## src/hw/rtl/kpd_pkg.sv

```systemverilog
// ----------------------------------------------------------------------------
// kpd_pkg: shared types and constants for the keypad scan debouncer
// Widths of the scan fields, the count and the result fields, and the
// mapping from a matrix position to a key number.
// ----------------------------------------------------------------------------
package kpd_pkg;

  localparam int ROW_BITS = 4;   // row bits carried per column field
  localparam int IN_COLS  = 3;   // column fields in one scan
  localparam int CNT_W    = 8;   // stable count and threshold width
  localparam int LOW_W    = 6;   // lowest-key index, covers up to 64 keys
  localparam int IDX_W    = 4;   // key_index port width
  localparam int CODE_W   = 6;   // key_code port width

  localparam logic [CNT_W-1:0]  COUNT_MAX     = '1;
  localparam logic [CNT_W-1:0]  THRESH_RESET  = CNT_W'(7);
  localparam logic [CODE_W-1:0] ASCII_ZERO    = CODE_W'(48);

  typedef logic [ROW_BITS-1:0] rows_t;

  // Key number of row r, column c: raster order from 1, then the
  // next-to-last key becomes 0 and the last key takes its place.
  function automatic int key_number(int r, int c, int num_cols, int keys);
    int n;
    n = r * num_cols + c + 1;
    if (n == keys - 1 && keys > 1) begin
      n = 0;
    end else if (n == keys) begin
      n = keys - 1;
    end
    return n;
  endfunction

endpackage

```

## src/hw/rtl/kpd_lane.sv

```systemverilog
// ----------------------------------------------------------------------------
// kpd_lane: one column lane
// Maps the row bits read on one driven column onto the key vector.
// ----------------------------------------------------------------------------
module kpd_lane #(
  parameter int COL      = 0,
  parameter int NUM_ROWS = 4,
  parameter int NUM_COLS = 3,
  parameter int KEYS     = NUM_ROWS * NUM_COLS
) (
  input  kpd_pkg::rows_t    rows,
  output logic [KEYS-1:0]   keys
);
  import kpd_pkg::*;

  always_comb begin
    keys = '0;
    for (int r = 0; r < NUM_ROWS && r < ROW_BITS; r++) begin
      if (rows[r]) begin
        keys[key_number(r, COL, NUM_COLS, KEYS)] = 1'b1;
      end
    end
  end

endmodule

```

## src/hw/rtl/kpd_core.sv

```systemverilog
// ----------------------------------------------------------------------------
// kpd_core: merge and debounce
// ORs the lane vectors into one scan, tracks the reference vector and the
// stable count, and registers the accepted key for the output channel.
// ----------------------------------------------------------------------------
module kpd_core #(
  parameter int NUM_ROWS = 4,
  parameter int NUM_COLS = 3,
  parameter int KEYS     = NUM_ROWS * NUM_COLS
) (
  input  logic                                  clk,
  input  logic                                  rst,
  input  logic [kpd_pkg::IN_COLS-1:0][KEYS-1:0] lane_keys,
  input  logic                                  in_valid,
  output logic                                  in_ready,
  output logic                                  out_valid,
  input  logic                                  out_ready,
  output logic [kpd_pkg::IDX_W-1:0]             key_index,
  output logic [kpd_pkg::CODE_W-1:0]            key_code,
  input  logic                                  cfg_wr_en,
  input  logic [kpd_pkg::CNT_W-1:0]             cfg_wr_data
);
  import kpd_pkg::*;

  logic [KEYS-1:0]   ref_keys;
  logic [CNT_W-1:0]  stable_count;
  logic [CNT_W-1:0]  threshold;
  logic [KEYS-1:0]   scan;
  logic [LOW_W-1:0]  low_idx;
  logic              accept;
  logic              match;
  logic              fire;

  // Merge stage: each key belongs to exactly one lane
  always_comb begin
    scan = '0;
    for (int c = 0; c < IN_COLS; c++) begin
      scan = scan | lane_keys[c];
    end
  end

  // Lowest pressed key of the reference; empty reads as 0
  always_comb begin
    low_idx = '0;
    for (int i = KEYS - 1; i >= 0; i--) begin
      if (ref_keys[i]) begin
        low_idx = LOW_W'(i);
      end
    end
  end

  assign in_ready = !out_valid || out_ready;
  assign accept   = in_valid && in_ready;
  assign match    = (scan == ref_keys) && (|ref_keys);
  assign fire     = !match && (stable_count > threshold);

  always_ff @(posedge clk) begin
    if (rst) begin
      ref_keys     <= '0;
      stable_count <= '0;
      threshold    <= THRESH_RESET;
      out_valid    <= 1'b0;
    end else begin
      if (cfg_wr_en) begin
        threshold <= cfg_wr_data;
      end
      if (accept) begin
        if (match) begin
          if (stable_count != COUNT_MAX) begin
            stable_count <= stable_count + CNT_W'(1);
          end
        end else if (fire) begin
          // drop the new scan, start over from an empty reference
          ref_keys     <= '0;
          stable_count <= '0;
        end else begin
          ref_keys     <= scan;
          stable_count <= '0;
        end
      end
      if (accept && fire) begin
        out_valid <= 1'b1;
      end else if (out_ready) begin
        out_valid <= 1'b0;
      end
    end
  end

  always_ff @(posedge clk) begin
    if (accept && fire) begin
      key_index <= low_idx[IDX_W-1:0];
      key_code  <= low_idx + ASCII_ZERO;
    end
  end

endmodule

```

## src/hw/rtl/keypad_scan_debounce.sv

```systemverilog
// ----------------------------------------------------------------------------
// keypad_scan_debounce: matrix keypad scan debouncer
//
//   channel  | handshake            | payload
//   ---------+----------------------+------------------------------------
//   in       | in_valid / in_ready  | col0_rows, col1_rows, col2_rows
//   out      | out_valid/ out_ready | key_index, key_code
//   cfg      | cfg_wr_en            | cfg_wr_data (stable_threshold)
//
// One scan request is taken every cycle while in_ready is high; the column
// lanes, merge, compare, count update and priority encode are combinational.
// A result is registered and shows in the cycle after the request that made it.
// in_ready drops only while a result waits and out_ready is low.
// Synchronous reset clears the reference, the count and the output valid,
// and sets the threshold to 7.
// ----------------------------------------------------------------------------
module keypad_scan_debounce #(
  parameter int NUM_ROWS = 4,
  parameter int NUM_COLS = 3
) (
  input  logic                        clk,
  input  logic                        rst,
  input  logic                        in_valid,
  output logic                        in_ready,
  input  kpd_pkg::rows_t              col0_rows,
  input  kpd_pkg::rows_t              col1_rows,
  input  kpd_pkg::rows_t              col2_rows,
  output logic                        out_valid,
  input  logic                        out_ready,
  output logic [kpd_pkg::IDX_W-1:0]   key_index,
  output logic [kpd_pkg::CODE_W-1:0]  key_code,
  input  logic                        cfg_wr_en,
  input  logic [kpd_pkg::CNT_W-1:0]   cfg_wr_data
);
  import kpd_pkg::*;

  localparam int KEYS = NUM_ROWS * NUM_COLS;

  rows_t [IN_COLS-1:0]              col_rows;
  logic  [IN_COLS-1:0][KEYS-1:0]    lane_keys;

  assign col_rows = {col2_rows, col1_rows, col0_rows};

  for (genvar c = 0; c < IN_COLS; c++) begin : g_lane
    if (c < NUM_COLS) begin : g_used
      kpd_lane #(
        .COL      (c),
        .NUM_ROWS (NUM_ROWS),
        .NUM_COLS (NUM_COLS),
        .KEYS     (KEYS)
      ) u_lane (
        .rows (col_rows[c]),
        .keys (lane_keys[c])
      );
    end else begin : g_unused
      // column not present in this matrix
      assign lane_keys[c] = '0;
    end
  end

  kpd_core #(
    .NUM_ROWS (NUM_ROWS),
    .NUM_COLS (NUM_COLS),
    .KEYS     (KEYS)
  ) u_core (
    .clk         (clk),
    .rst         (rst),
    .lane_keys   (lane_keys),
    .in_valid    (in_valid),
    .in_ready    (in_ready),
    .out_valid   (out_valid),
    .out_ready   (out_ready),
    .key_index   (key_index),
    .key_code    (key_code),
    .cfg_wr_en   (cfg_wr_en),
    .cfg_wr_data (cfg_wr_data)
  );

endmodule

```

## config.mk

```make
export PLATFORM = sky130hd
export DESIGN_NAME = keypad_scan_debounce
export DESIGN_NICKNAME = d
export VERILOG_FILES = /design/src/hw/rtl/kpd_pkg.sv /design/src/hw/rtl/kpd_lane.sv /design/src/hw/rtl/kpd_core.sv /design/src/hw/rtl/keypad_scan_debounce.sv
export SDC_FILE = /design/constraint.sdc
export NUM_CORES = 1
export LEC_CHECK = 0
export BUFFER_PORTS_ARGS = -buffer_cell sky130_fd_sc_hd__buf_2
export CAP_MARGIN = 20
export CORE_MARGIN = 2
export CORE_UTILIZATION = 52
export CTS_BUF_LIST = sky130_fd_sc_hd__clkbuf_2 sky130_fd_sc_hd__clkbuf_4 sky130_fd_sc_hd__clkbuf_8
export CTS_CLUSTER_DIAMETER = 40
export DETAILED_ROUTE_END_ITERATION = 7
export PLACE_DENSITY = 0.82
export SLEW_MARGIN = 10
export SYNTH_ARGS = -nofsm -noshare
export SYNTH_HDL_FRONTEND = slang
export SYNTH_SLANG_ARGS = --single-unit
```

## constraint.sdc

```tcl
create_clock -name clk -period 1.95 [get_ports clk]
set_input_delay 0.195 -clock clk [delete_from_list [all_inputs] [get_ports clk]]
set_output_delay 0.195 -clock clk [all_outputs]
set_load 0.01 [all_outputs]
```

==> results.toml <==
[status]
status = "complete, no violations"

[synthesis]
yosys-top-cells-area = "dfxtp_1 29%, edfxtp_1 6.1%, ha_1 5.7%"
ys_seq_area_share_pct = 35.31
synth_top_area_share_pct = 29.26
synth-main-ff-cell = "dfxtp_1"
netlist-cell-type-count = 43
synth_most_common_cell = "dfxtp_1"
async_flop_share_pct = 0
synth_area_per_cell_um2 = 9.145
yosysWarnings = 0
synth_edf_count = 4
syn_inst = 217
synthesis.area_um2 = 1984
synth_commonest_cells = "29 x dfxtp_1, 14 x nor2_1, 12 x a31o_2, 12 x inv_1, 12 x xnor2_1"
yosys.area.top_type = "dfxtp_1"
ys_seq_elements = 33

[sta]
hold_slack_ps = 124.1
fmax_ghz = 0.5242
min_period_ps = 1908
setup-tns-final_ps = 0
slew_headroom_pct = 55.29
min_period_over_period_pct = 97.84
fin_ws_ps = 42.22
hold_viol_final = 0
skew_ps = 2.648
worstMarginPinSlew_ps = 670.0
setup_viol = 0
finalMaxSlewViolations = 0

[clock_tree]
cts_made_buffers = 5
holdBufCountCts = 0
h-tree-depth = 2
cts.sink_count = 33
clkSlewWorstSetupHoldPaths_ps = 70
tritoncts = "built"
cts_setup_buffers = 0
clock_latency_ps = 280
clock_path_buffers = 2
clockRootBuffer = "clkbuf_8"

[global_routing]
antenna_found_initial = 0
grtUsageTotal_pct = 23.37
overflow = 0
grt_max_degree = 22
grt_pass1_vias = 1737
grt_pass1_wl_um = 7728

[final_layout]
fillers = 316
nets = 294
drive_gt1_share_pct = 36.78
num_antenna_cells = 0
areaGrowthSynthToFinish_pct = 21.88

[worst_setup_path]
r2r.worst_path.cells = 5
worstSetupPathType = "reg -> reg"
end_kind = "flop"
max_stage_delay_ps = 620
critPathLaunchType = "flop"
cp_data_required_time_ps = 2150
worstPathArrival_ps = 2110
crit_path_end = "u_core.stable_count[7]$_SDFFE_PP0P_"
crit_start = "u_core.ref_keys[2]$_SDFFE_PP0P_"
r2r-start = "u_core.ref_keys[2]$_SDFFE_PP0P_"
cp_cell_sequence = "xnor2_1, nand4_1, or4_4, a31o_1, a211oi_2"
crit_slowest_cell = "or4_4"
rrSetupSlack_ps = 40
r2r-end = "u_core.stable_count[7]$_SDFFE_PP0P_"
path_max_fanout = 6

[power]
power.density_nw_per_um2 = 636.9
p_total_mw = 1.540
ir_worst_vdd_v = 0.0003974
p_leak_nw = 1.137

[detailed_routing]
drcViolationCount = 0
ant_nets = 0
dr.first_iter.drc_count = 158
vias_per_cell = 5.964
detail_route.wl_per_cell_um = 15.74
via_count = 1843
totalWireLength_um = 4864
drt-pass1-iter-count = 4

[floorplanning]
fp.dieH_um = 65.78
io_pins = 37
chipWidth_um = 65.78
rows = 22
die_area_um2 = 4326
coreArea_um2 = 3661
start_util_pct = 54.20

[placed_design]
gp_congestion = 0.9569
hpwl_um = 3301
place_ws_ps = -15.45
io_buffers = 34

[worst_hold_path]
hold_path_class = "in -> reg"

[flow_run]
cap_viol_max_count = 0
==> power breakdown <==
part / switching, mW / total (mW) / internal [mW]
Combinational: 0.136 / 0.262 / 0.127
Clock: 0.240 / 0.535 / 0.295
Sequential: 0.0261 / 0.743 / 0.717
Total: 0.402 / 1.54 / 1.14
==> through the flow <==
| stage | cell area, µm² | instances | utilization (%) |
|---|---|---|---|
| final | 2419 | 309 | 66.06 |
| after global routing | 2419 | 309 | 66.06 |
| after CTS | 2322 | 309 | 63.43 |
| after detailed placement | 2227 | 301 | 60.83 |
| after global placement | 2227 | 301 | 60.83 |
| after floorplan | 1988 | 218 | - |
==> critical path, delay by kind of cell, from the launching register on <==
kind            cells  cell delay (ps)
compound gates      2              420
flops               1              350
xor+xnor            1              240
simple gates        2              820
==> cells by family after synthesis <==
logic type	Yosys count	share of synthesized area (%)
simple gates	71	19.92
compound gates	56	21.94
flops	33	35.31
buf+inv	29	8.638
xor+xnor	12	5.296
fa+ha+maj	9	5.675
mux	6	3.027
other cells	1	0.1890
==> flip-flops by register name, summed over array words and instances (netlist names) <==
name                 count
u_core.threshold         8
u_core.key_index         4
u_core.ref_keys         12
u_core.stable_count      8
u_core.out_valid         1
==> routing by layer <==
metal | global-route usage, % | share of wire [%] | vias up
met2 | 38.26 | 49 | 63
met1 | 30.30 | 44 | 883
li1 | - | - | 889
met4 | 7.552 | 1.7 | 0
met3 | 5.451 | 5.4 | 8
met5 | 0 | 0 | -
==> cell usage in the layout (no fill, tap or decap), types with 3 or more instances in the layout <==
cell      count
nor3_1        5
dfxtp_1      23
a21oi_1       9
clkbuf_8      5
mux2i_1       6
a31o_2       12
a211oi_2      3
nand4_1      11
nor2_1       14
edfxtp_1      4
nand2_1       8
nor2b_1       3
o211a_1      10
xnor2_2       7
o21ai_0       4
clkbuf_4      3
o21bai_1      3
xnor2_1       5
nand3_1      10
buf_2        34
nor4_1        4
inv_1        12
buf_4        18
and3_1        7
ha_1          9
o211ai_1      3
dfxtp_2       6
==> final cells by class <==
type / count / area, µm² / area share (%)
sequential: 33 / 708.2 / 29.28
tap: 48 / 60.06 / 2.483
clock buffer: 8 / 91.34 / 3.777
timing repair buffer: 52 / 305.3 / 12.62
multi-input combinational: 156 / 1209 / 49.97
inverter: 12 / 45.04 / 1.862
==> worst min-delay path by stage <==
stage                   start                                to  slack (ps)  cells after the start
2_1_floorplan  cfg_wr_data[0]  u_core.threshold[0]$_SDFFE_PP1P_         320                      2
3_3_place_gp   cfg_wr_data[2]  u_core.threshold[2]$_SDFFE_PP1P_         410                      3
3_5_place_dp   cfg_wr_data[0]  u_core.threshold[0]$_SDFFE_PP1P_         420                      3
4_1_cts        cfg_wr_data[0]  u_core.threshold[0]$_SDFFE_PP1P_         130                      3
5_1_grt        cfg_wr_data[1]  u_core.threshold[1]$_SDFFE_PP1P_         150                      3
6_report       cfg_wr_data[0]  u_core.threshold[0]$_SDFFE_PP1P_         120                      3
==> repair_timing <==
item	4_1_cts	5_1_grt
gates resized for setup	1	19
pin swaps	0	4
cloned	0	0
endpoints found under the setup margin	3	17
Note: power is estimated with default switching activity, not from simulation.
